`config.mk`:
```
export PLATFORM = sky130hd
export DESIGN_NAME = gdrc_ctrl
export DESIGN_NICKNAME = d
export VERILOG_FILES = /design/src/hw/rtl/gdrc_pkg.sv /design/src/hw/rtl/gdrc_ctrl.sv
export SDC_FILE = /design/constraint.sdc
export NUM_CORES = 1
export LEC_CHECK = 0
export BUFFER_PORTS_ARGS = -buffer_cell sky130_fd_sc_hd__buf_2
export CORE_AREA = 3 3 40 42
export CTS_CLUSTER_SIZE = 16
export DETAILED_ROUTE_END_ITERATION = 8
export DIE_AREA = 0 0 43 45
export PLACE_DENSITY = 0.65
export SYNTH_ARGS = -nofsm -noshare
export SYNTH_HDL_FRONTEND = slang
export SYNTH_SLANG_ARGS = --single-unit
```
`constraint.sdc`:
```
create_clock -name clk -period 1.7 [get_ports clk]
set_input_delay 0.34 -clock clk [delete_from_list [all_inputs] [get_ports clk]]
set_output_delay 0.34 -clock clk [all_outputs]
set_load 0.005 [all_outputs]
```
`src/hw/rtl/gdrc_pkg.sv`:
```
// ----------------------------------------------------------------------------
// gdrc_pkg
// Shared constants, codes and controller/datapath interface types for the
// grid DDA column raycaster.
// ----------------------------------------------------------------------------
package gdrc_pkg;

  localparam int SCREEN_WIDTH  = 640;
  localparam int SCREEN_HEIGHT = 480;
  localparam int MAP_DIM       = 64;
  localparam int MAX_STEPS     = 128;

  localparam int HALF_H  = SCREEN_HEIGHT / 2;
  localparam int MAP_AW  = $clog2(MAP_DIM);
  localparam int CNT_W   = $clog2(MAX_STEPS + 1);
  // signed map coordinate: start cell plus up to MAX_STEPS steps either way
  localparam int CRD_W   = $clog2(MAP_DIM + MAX_STEPS) + 1;
  // side distance accumulators: first distance below 2^33 plus the steps
  localparam int SD_W    = 33 + CNT_W;
  localparam int DIV_QW  = 32;
  localparam int DIV_VW  = SD_W;
  localparam int CAM_W   = 17;
  localparam int RAY_W   = 19;
  // camera offset: column * 2^15 / SCREEN_WIDTH as (column * CAM_MUL) >> 10
  localparam int CAM_MUL = (2 ** 25 + SCREEN_WIDTH - 1) / SCREEN_WIDTH;

  localparam logic [7:0] SHADE_X = 8'd220;
  localparam logic [7:0] SHADE_Y = 8'd150;

  // configuration register indexes
  localparam logic [2:0] REG_POS_X   = 3'd0;
  localparam logic [2:0] REG_POS_Y   = 3'd1;
  localparam logic [2:0] REG_DIR_X   = 3'd2;
  localparam logic [2:0] REG_DIR_Y   = 3'd3;
  localparam logic [2:0] REG_PLANE_X = 3'd4;
  localparam logic [2:0] REG_PLANE_Y = 3'd5;

  localparam logic FUNC_WRITE = 1'b0;
  localparam logic FUNC_CAST  = 1'b1;

  typedef enum logic [3:0] {
    ST_IDLE, ST_CAM, ST_RAYX, ST_RAYY, ST_RAYE, ST_RCPX, ST_RCPY,
    ST_SIDEX, ST_SIDEY, ST_STEP, ST_CHECK, ST_LINE, ST_DONE
  } state_t;

  typedef enum logic [1:0] {
    DSEL_CAM, DSEL_RX, DSEL_RY, DSEL_LINE
  } dsel_t;

  typedef enum logic [3:0] {
    OP_NONE, OP_WRITE, OP_CAST, OP_CAM, OP_RAYX, OP_RAYY, OP_RAYE,
    OP_DLX, OP_DLY, OP_SIDEX, OP_SIDEY, OP_STEP, OP_HIT, OP_MISS, OP_OUT
  } op_t;

  typedef struct packed {
    op_t   op;
    logic  div_start;
    dsel_t div_sel;
  } cmd_t;

  typedef struct packed {
    logic div_busy;
    logic hit_now;
    logic steps_max;
    logic out_free;
  } status_t;

endpackage

```
`src/hw/rtl/gdrc_ctrl.sv`:
```
// ----------------------------------------------------------------------------
// gdrc_ctrl
// Controller: takes map writes and casts, sequences ray setup, the DDA walk, the line division and the output word.
// ----------------------------------------------------------------------------
module gdrc_ctrl (
  input  logic                clk,
  input  logic                rst,
  input  logic                in_valid,
  input  logic                func,
  output logic                in_ready,
  input  gdrc_pkg::status_t   status,
  output gdrc_pkg::cmd_t      cmd
);

  gdrc_pkg::state_t state, state_next;

  // state register
  always_ff @(posedge clk) begin
    if (rst) state <= gdrc_pkg::ST_IDLE;
    else     state <= state_next;
  end

  // next state and commands
  always_comb begin
    state_next    = state;
    cmd.op        = gdrc_pkg::OP_NONE;
    cmd.div_start = 1'b0;
    cmd.div_sel   = gdrc_pkg::DSEL_CAM;
    in_ready      = 1'b0;
    case (state)
      gdrc_pkg::ST_IDLE: begin
        in_ready = 1'b1;
        if (in_valid) begin
          if (func == gdrc_pkg::FUNC_CAST) begin
            cmd.op     = gdrc_pkg::OP_CAST;
            state_next = gdrc_pkg::ST_CAM;
          end else begin
            cmd.op = gdrc_pkg::OP_WRITE;
          end
        end
      end
      gdrc_pkg::ST_CAM: begin
        cmd.op     = gdrc_pkg::OP_CAM;
        state_next = gdrc_pkg::ST_RAYX;
      end
      gdrc_pkg::ST_RAYX: begin
        cmd.op     = gdrc_pkg::OP_RAYX;
        state_next = gdrc_pkg::ST_RAYY;
      end
      gdrc_pkg::ST_RAYY: begin
        cmd.op     = gdrc_pkg::OP_RAYY;
        state_next = gdrc_pkg::ST_RAYE;
      end
      gdrc_pkg::ST_RAYE: begin
        cmd.op        = gdrc_pkg::OP_RAYE;
        cmd.div_start = 1'b1;
        cmd.div_sel   = gdrc_pkg::DSEL_RX;
        state_next    = gdrc_pkg::ST_RCPX;
      end
      gdrc_pkg::ST_RCPX: begin
        if (!status.div_busy) begin
          cmd.op        = gdrc_pkg::OP_DLX;
          cmd.div_start = 1'b1;
          cmd.div_sel   = gdrc_pkg::DSEL_RY;
          state_next    = gdrc_pkg::ST_RCPY;
        end
      end
      gdrc_pkg::ST_RCPY: begin
        cmd.div_sel = gdrc_pkg::DSEL_RY;
        if (!status.div_busy) begin
          cmd.op     = gdrc_pkg::OP_DLY;
          state_next = gdrc_pkg::ST_SIDEX;
        end
      end
      gdrc_pkg::ST_SIDEX: begin
        cmd.op     = gdrc_pkg::OP_SIDEX;
        state_next = gdrc_pkg::ST_SIDEY;
      end
      gdrc_pkg::ST_SIDEY: begin
        cmd.op     = gdrc_pkg::OP_SIDEY;
        state_next = gdrc_pkg::ST_STEP;
      end
      gdrc_pkg::ST_STEP: begin
        cmd.op     = gdrc_pkg::OP_STEP;
        state_next = gdrc_pkg::ST_CHECK;
      end
      gdrc_pkg::ST_CHECK: begin
        cmd.div_sel = gdrc_pkg::DSEL_LINE;
        if (status.hit_now) begin
          cmd.op        = gdrc_pkg::OP_HIT;
          cmd.div_start = 1'b1;
          state_next    = gdrc_pkg::ST_LINE;
        end else if (status.steps_max) begin
          cmd.op     = gdrc_pkg::OP_MISS;
          state_next = gdrc_pkg::ST_DONE;
        end else begin
          state_next = gdrc_pkg::ST_STEP;
        end
      end
      gdrc_pkg::ST_LINE: begin
        cmd.div_sel = gdrc_pkg::DSEL_LINE;
        if (!status.div_busy) state_next = gdrc_pkg::ST_DONE;
      end
      gdrc_pkg::ST_DONE: begin
        cmd.div_sel = gdrc_pkg::DSEL_LINE;
        if (status.out_free) begin
          cmd.op     = gdrc_pkg::OP_OUT;
          state_next = gdrc_pkg::ST_IDLE;
        end
      end
      default: state_next = gdrc_pkg::ST_IDLE;
    endcase
  end

endmodule

```
==> run summary, run 1 <==
The run finished, with violations left. The final reports fail on setup timing. The die width is around 43 µm. The first-pass GRT wire length is 2.470 mm.

In the final layout, the registers with the most flip-flops are state (4). The number of antenna violations at the first check in global routing is 0. The placement-stage worst setup slack is 0.03358 ns. The worst setup path is captured at an output pin.

Row generation in the floorplan step produced 13 rows. The final hold violation count came to 0. The total grt overflow is 0. The y dimension of the die came out at 45 µm. The slack of the critical path is -0.1268 ns. The clock latency reported for the late side of the worst-skew pair is 0.23 ns. Counting flops per register, the top entry is state. The aggregate negative setup slack is -0.3148 ns. For hold timing, the worst endpoint is state[0]. The final worst clock skew is between 0.003 and 0.004 ns. The detailed router placed 661 vias in this run. The number of max-slew violations in the final report came out at 0.

Once placement finished, the instance area stood at 688.2 µm². The final weighted congestion of routability-driven global placement is around 0.84. The placeable core region is 0.001285 mm². The post-DP HPWL is 1.125 mm.

The distinct cell type count after synthesis came out at 40. The number of enable flip-flop cells after synthesis came out at 0. The number of global-route vias before repair came out at 567. The cell chosen for the clock root is sky130_fd_sc_hd__clkbuf_4. Counting every net in the synthesized netlist gives between 80 and 90.

For this run, the number of Yosys warnings is 0. The longest clock path from root to sink contains 2 buffers. The number of buffers inserted during clock tree synthesis came out at 3. The die area came out at 0.001935 mm².

After routing the design area is 803.3 µm². The clock period minus worst slack is between 1.5 and 2 ns. The largest fanout on the critical path came out at 4.

The beginning of the worst register-to-register path is state[1]. The detail route stage leaves a number of antenna-violating nets equal to 0. The count of buffers from port buffering came out at 15. The starting density of the core is 0.4206. The ratio of total power to cell area came out at 674.3 mW/mm². The register-to-register setup slack is -0.02 ns. The routed length per placed instance came out at between 10 and 15 µm. The most used flip-flop cell after synthesis is sky130_fd_sc_hd__dfxtp_1. The worst slew margin relative to its limit came out at 0.7405. The number of clock sinks seen by CTS came out at 4. The number of design-rule violations left by the first detailed-router iteration is 7. Data on the critical path is required at its endpoint by 1.36 ns. The maximum clock frequency is 547.4 MHz. The type of the worst setup path is reg -> out. At the worst endpoint, the arrival time is 1.49 ns. Synthesis produced a netlist whose cell count is 74.

The maximum ir drop on the vdd rail is 684.4 µV. Counting flops and latches in the post-synthesis netlist gives 4. The pin count of the biggest net entering global routing is 13. The kind of start point of the critical path is a register. The post-detailed-routing wire length came out at 1.533 mm.

The net count of the finished layout is between 100 and 150. The number of flip-flops in the largest register is 4. The DRC violation count after routing is 0. The number of fillers in the final layout came out at 113. Across the run, the number of max-cap violations was 0.

Clock-pin slew was measured on the worst setup and hold paths at around 0.040 ns. TritonCTS built the clock tree. The number of placed instances with taps included is 109. The portion of the post-synthesis area used by sequential elements is 0.1481.

The worst register-to-register path ends at state[1]. Counting cells, the worst reg-to-reg path comes to 5. The count of placed standard cells in the final layout, fillers left out is roughly 120. The final count of negative-setup-slack endpoints is 6. The number of diodes added for antenna fixing is 0. The cell area after synthesis is 540.5 µm². In the global route stage, overall resource usage came out at 0.1639. The layout-stage area growth over the synthesis result came out at 48.61%. The number of cells traversed by the worst hold path came out at 2.

The path class of the tightest hold or removal check is in -> reg. Setup repair after global routing could not meet its margin everywhere. The number of hold buffers added after CTS was 0. Of the available clock period, the critical path in the final layout requires 1.075. In the final layout, the share of cells above drive strength 1 is 0.5000.

For this design the static power due to leakage is ~0.34 nW. The startpoint identified for the worst hold timing path is rst. The number of I/O pins is 16. The actual transition at the worst max-transition pin came out at 0.3838 ns. The share of synthesized registers carrying an async set or reset came out at 0. The fraction of the core area covered by cells at the end of the flow came out at 0.6251. The total iterations of the first detailed-routing run is 4. The average footprint of a synthesized cell came out at 7.304 µm².

In this run the number of H-tree levels came out at 1. In the routed layout, each cell is associated on average with a via count of 5.650.
## worst max-delay path by stage
stage	start	endpoint	slack, ns	cells past startpoint
5_1_grt	state[1]	cmd[3]	-0.21	4
3_3_place_gp	status[0]	state[1]	0.03	5
6_report	state[1]	cmd[3]	-0.13	4
2_1_floorplan	state[1]	cmd[3]	0.1	4
4_1_cts	state[1]	cmd[3]	-0.13	4
3_5_place_dp	state[3]	cmd[3]	0.03	4
## cell usage after synthesis (2+ instances only)
cell | number | share of area
sky130_fd_sc_hd__nand2b_1 | 2 | 0.023
sky130_fd_sc_hd__nor2_1 | 2 | 0.014
sky130_fd_sc_hd__dfxtp_1 | 4 | 0.15
sky130_fd_sc_hd__inv_1 | 7 | 0.049
sky130_fd_sc_hd__a32o_1 | 2 | 0.037
sky130_fd_sc_hd__nor3_1 | 2 | 0.019
sky130_fd_sc_hd__clkbuf_1 | 3 | 0.021
sky130_fd_sc_hd__buf_2 | 2 | 0.019
sky130_fd_sc_hd__a21o_1 | 2 | 0.028
sky130_fd_sc_hd__o21ai_0 | 9 | 0.083
sky130_fd_sc_hd__o21bai_1 | 2 | 0.028
sky130_fd_sc_hd__nand2_1 | 3 | 0.021
sky130_fd_sc_hd__a21oi_1 | 7 | 0.065
## what timing repair did
item	CTS	global route
pin swaps	3	7
setup buffers	3	2
gates resized for setup	10	9
setup endpoints to repair	7	11
## stage by stage
stage	power (W)	hold slack, ns
2_1_floorplan	0.0002772	0.4091
3_3_place_gp	0.0003600	0.5484
3_5_place_dp	0.0003600	0.5462
4_1_cts	0.0005110	0.2954
5_1_grt	0.0005876	0.3157
6_report	0.0005417	0.3014
## critical path: stages, from the launching register on
cell and delay, ns:
sky130_fd_sc_hd__dfxtp_2 0.33, sky130_fd_sc_hd__or4_4 0.54, sky130_fd_sc_hd__nor3b_2 0.16, sky130_fd_sc_hd__a311o_1 0.12, sky130_fd_sc_hd__buf_2 0.11
## per-layer routing
layer | global-route usage | vias up | part of all wire
li1 | - | 344 | -
met1 | 0.2188 | 303 | 0.47
met2 | 0.2665 | 14 | 0.47
met3 | 0.05179 | 0 | 0.053
met4 | 0.02410 | 0 | 0
met5 | 0 | - | 0
## cells in the final DEF, fill, tap and decap left out, types with 2 or more instances in the layout
cell type	count
sky130_fd_sc_hd__buf_2	15
sky130_fd_sc_hd__buf_4	14
sky130_fd_sc_hd__inv_1	7
sky130_fd_sc_hd__a21oi_1	6
sky130_fd_sc_hd__o21ai_0	5
sky130_fd_sc_hd__o21ai_1	4
sky130_fd_sc_hd__clkbuf_4	3
sky130_fd_sc_hd__buf_6	3
sky130_fd_sc_hd__nand2b_1	2
sky130_fd_sc_hd__a32o_1	2
sky130_fd_sc_hd__nor2_1	2
sky130_fd_sc_hd__nand2_1	2
sky130_fd_sc_hd__a21o_1	2
sky130_fd_sc_hd__nor4_2	2
sky130_fd_sc_hd__dfxtp_2	2
## cells by family (layout without fill, tap and decap cells)
logic type             Yosys count  count (layout)  synth area share
XOR/XNOR                         1               1           0.01621
AO/OA/AOI/OAI                   35              35            0.4861
flip-flops                       4               4            0.1482
AND/OR/NAND/NOR                 20              20            0.2338
buffers and inverters           14              42            0.1157
## power by group
group,switching [W],internal [W],leakage (nW)
clock,0.0000348,0.0000787,0.0138
combinational,0.000143,0.000164,0.295
sequential,0.0000150,0.000106,0.0341
total,0.000193,0.000349,0.343
## final cells by class
class                      count  area [µm²]  area share
timing repair buffer          32       214.0      0.2664
tap                           15       18.77     0.02336
inverter                       7       26.28     0.03271
multi-input combinational     56       435.4      0.5421
clock buffer                   3       22.52     0.02804
sequential                     4       86.33      0.1075
Note: power is estimated with default switching activity, not from simulation.
==> inputs of run 2 (changes only) <==
--- a/config.mk
+++ b/config.mk
@@ -10,7 +10,7 @@
 export CTS_CLUSTER_SIZE = 16
 export DETAILED_ROUTE_END_ITERATION = 8
 export DIE_AREA = 0 0 43 45
-export PLACE_DENSITY = 0.65
+export PLACE_DENSITY = 0.62
 export SYNTH_ARGS = -nofsm -noshare
 export SYNTH_HDL_FRONTEND = slang
 export SYNTH_SLANG_ARGS = --single-unit
==> constraint.sdc (replaced) <==
create_clock -name clk -period 1.72 [get_ports clk]
set_input_delay 0.344 -clock clk [delete_from_list [all_inputs] [get_ports clk]]
set_output_delay 0.344 -clock clk [all_outputs]
set_load 0.005 [all_outputs]
==> run summary, run 2 (synthesized netlist as in run 1, its figures left out) <==
The run finished, with violations left. The checks that failed: setup timing. Based on the critical path, the design can be clocked at up to 545.1 MHz.

The die area is 0.001935 mm² (unchanged). The final count of negative-setup-slack endpoints is 7 (+1). The actual transition at the worst max-transition pin came out at 0.4001 ns (+0.01625 ns). The worst path in the final design needs a cycle of approximately 1.8 ns, including I/O delays and setup. The signal on the critical path passes through or4_4, nor3b_2, a311o_1, buf_2.

The worst setup path is of the reg -> out kind. The number of I/O pins is 16 (unchanged). The library cells used most frequently in the layout, excluding fill and tap cells, are sky130_fd_sc_hd__buf_2, sky130_fd_sc_hd__buf_4, sky130_fd_sc_hd__inv_1, sky130_fd_sc_hd__a21oi_1, sky130_fd_sc_hd__o21ai_0. The number of placed instances with taps included came out at 105 (-3.7%).

The pin count of the biggest net entering global routing is 19 (+6). The clock share of power was 0.205 (-0.004). The cell leakage power is 0.3238 nW (-5.5%).

The final hold violation count is 0 (unchanged). The via count came out at 644 (-2.6%). The die width is 43 µm (unchanged). The post-DP HPWL came out at 1.140 mm (+1.4%). The element type at the critical path end is an output pin.

The slowest stage of the critical path is the sky130_fd_sc_hd__or4_4 cell. The worst slew margin relative to its limit came to 0.7295 (-0.01098). The number of buffers on the longest clock path is 2 (unchanged). The number of flip-flops in the largest register was 4 (unchanged). The number of buffers inserted during clock tree synthesis is 3 (unchanged). The first-pass GRT wire length came to 2.573 mm (+4.2%).

The routed length per placed instance was 14.37 µm (+9.7%). The largest fanout on the critical path was 3 (-1). The sequential share of power is 0.215 (-0.008). The number of nets in the final layout was 108 (-3.6%). The total grt overflow came out at 0 (unchanged).

The number of clock sinks seen by CTS is 4 (unchanged). The number of max-slew violations in the final report came out at 0 (unchanged). The starting density of the core is 0.4206 (unchanged).

The required time of the critical path was 1.38 ns (+0.02 ns). The overall power of the completed layout is 0.0005443 W (+0.48%). The net switching share of the total power came out at 0.3618 (+0.005849). The ratio of total power to cell area came out at 698.2 mW/mm² (+3.5%). The final worst clock skew is 0.001554 ns (-0.001478 ns). The layout-stage area growth over the synthesis result came out at 44.21%.

The arrival time of data at the critical path endpoint came out at 1.49 ns (about the same). TritonCTS built the clock tree. STA classifies the critical path startpoint as a register. The count of buffers from port buffering is 15 (unchanged).

The share of post-route cells with drive strength above 1 is 0.4694 (-0.03061). The placement-stage worst setup slack is 0.02208 ns (-0.01151 ns). The y dimension of the die came out at 45 µm (unchanged). The number of nets still failing antenna checks after routing is 0 (unchanged). The total iterations of the first detailed-routing run is 4 (unchanged).

The fraction of the cycle the final worst path needs came out at 1.067. The overall track demand over capacity in global routing is 0.1704 (+0.006514). The aggregate negative setup slack is -0.4412 ns (-0.1264 ns).

The fraction of the core area covered by cells at the end of the flow came out at 0.6066 (-0.01850). The number of H-tree levels is 1 (unchanged). The via density per instance came out at 5.699 (+0.88%). Setup repair after global routing could not meet its margin everywhere. The cell-internal power came out at 0.0003474 W (-0.43%). The DRC violation count after routing is 0 (unchanged). The post-detailed-routing wire length is 1.624 mm (+5.9%). The count of placed standard cells in the final layout, fillers left out is 113 (-3.4%). The combinational fraction of design power came out at 0.580 (+0.013). The number of global-route vias before repair is 604 (+6.5%).

The max capacitance violation total is 0 (unchanged). The clock latency reported for the late side of the worst-skew pair is 0.23 ns (about the same). The total of hold buffers inserted after clock tree synthesis came out at 0 (unchanged). The library cell used most frequently in the layout, excluding fill and tap cells, is sky130_fd_sc_hd__buf_2. The biggest cell delay along the critical path is 0.54 ns (about the same). The root buffer cell chosen for the clock tree is sky130_fd_sc_hd__clkbuf_4. The switching component of the power is 0.0001969 W (+2.1%).

The number of antenna violations at the first check in global routing is 0 (unchanged). The placeable core region is 0.001285 mm² (unchanged). The maximum ir drop on the vdd rail is 642.8 µV (-6.1%). The final weighted congestion of routability-driven global placement came out at 0.9079 (+7.8%). The number of diodes added for antenna fixing was 0 (unchanged). The number of placement rows is 13 (unchanged). In this run the worst hold path is classified as in -> reg. Counting flops per register, the top entry is state. The number of design-rule violations left by the first detailed-router iteration is 15 (+8). The slack of the critical path was -0.1146 ns (+0.01222 ns).

In the final layout, the registers with the most flip-flops are state (4). The register clock-pin slew on the reported worst setup and hold paths came out at 0.04 ns (about the same).
run 2: cell count changes in the layout (fill, tap and decap cells not counted), sizes merged:
cell / previous run / this run
buf: 32 / 27
clkbuf: 3 / 4
run 2: critical path: cells and delay by family, from the launching register on:
kind / cells / cell delay [ns]
DFF: 1 / 0.32
and+or+nand+nor: 2 / 0.71
AOI/OAI and AO/OA: 1 / 0.13
buffers and inverters: 1 / 0.10
run 2: final timing paths:
check	cells after the start	slack [ns]	to	start
min reg2reg	2	0.63	state[3]	state[3]
min	2	0.31	state[0]	rst
max reg2reg	7	-0.06	state[0]	state[1]
max	4	-0.11	cmd[3]	state[1]
run 2: power by group through the flow:
stage / logic (W) / registers [W] / clock network, W
after floorplan: 0.000169 / 0.000105 / 0
final: 0.000315 / 0.000117 / 0.000112
after global routing: 0.000342 / 0.000118 / 0.000125
after global placement: 0.000229 / 0.000119 / 0
after detailed placement: 0.000232 / 0.000119 / 0
after CTS: 0.000248 / 0.000121 / 0.000116
run 2: timing repair:
| action | in CTS | in global routing |
|---|---|---|
| setup buffers | 1 | 4 |
| gates resized for setup | 6 | 9 |
| endpoints found under the setup margin | 6 | 9 |
| pin swaps | 1 | 8 |
run 2: area by class of cell:
class	count	area (µm²)
timing repair buffer	28	190.2
sequential	4	86.33
clock buffer	3	22.52
tap	15	18.77
multi-input combinational	56	435.4
inverter	7	26.28
fill	120	505.5
run 2: metal layers:
metal	global-route usage	wire (µm)	vias up
li1	-	-	334
met1	0.2254	730	292
met2	0.2964	805	18
met3	0.03586	88	0
met4	0.01807	0	0
met5	0	0	-
run 2: metrics by stage:
stage          instance area, µm²  hold slack (ns)
2_1_floorplan               540.5           0.4131
3_3_place_gp                670.6           0.5487
3_5_place_dp                670.6           0.5504
4_1_cts                     716.9           0.3002
5_1_grt                     779.5           0.3083
6_report                    779.5           0.3090
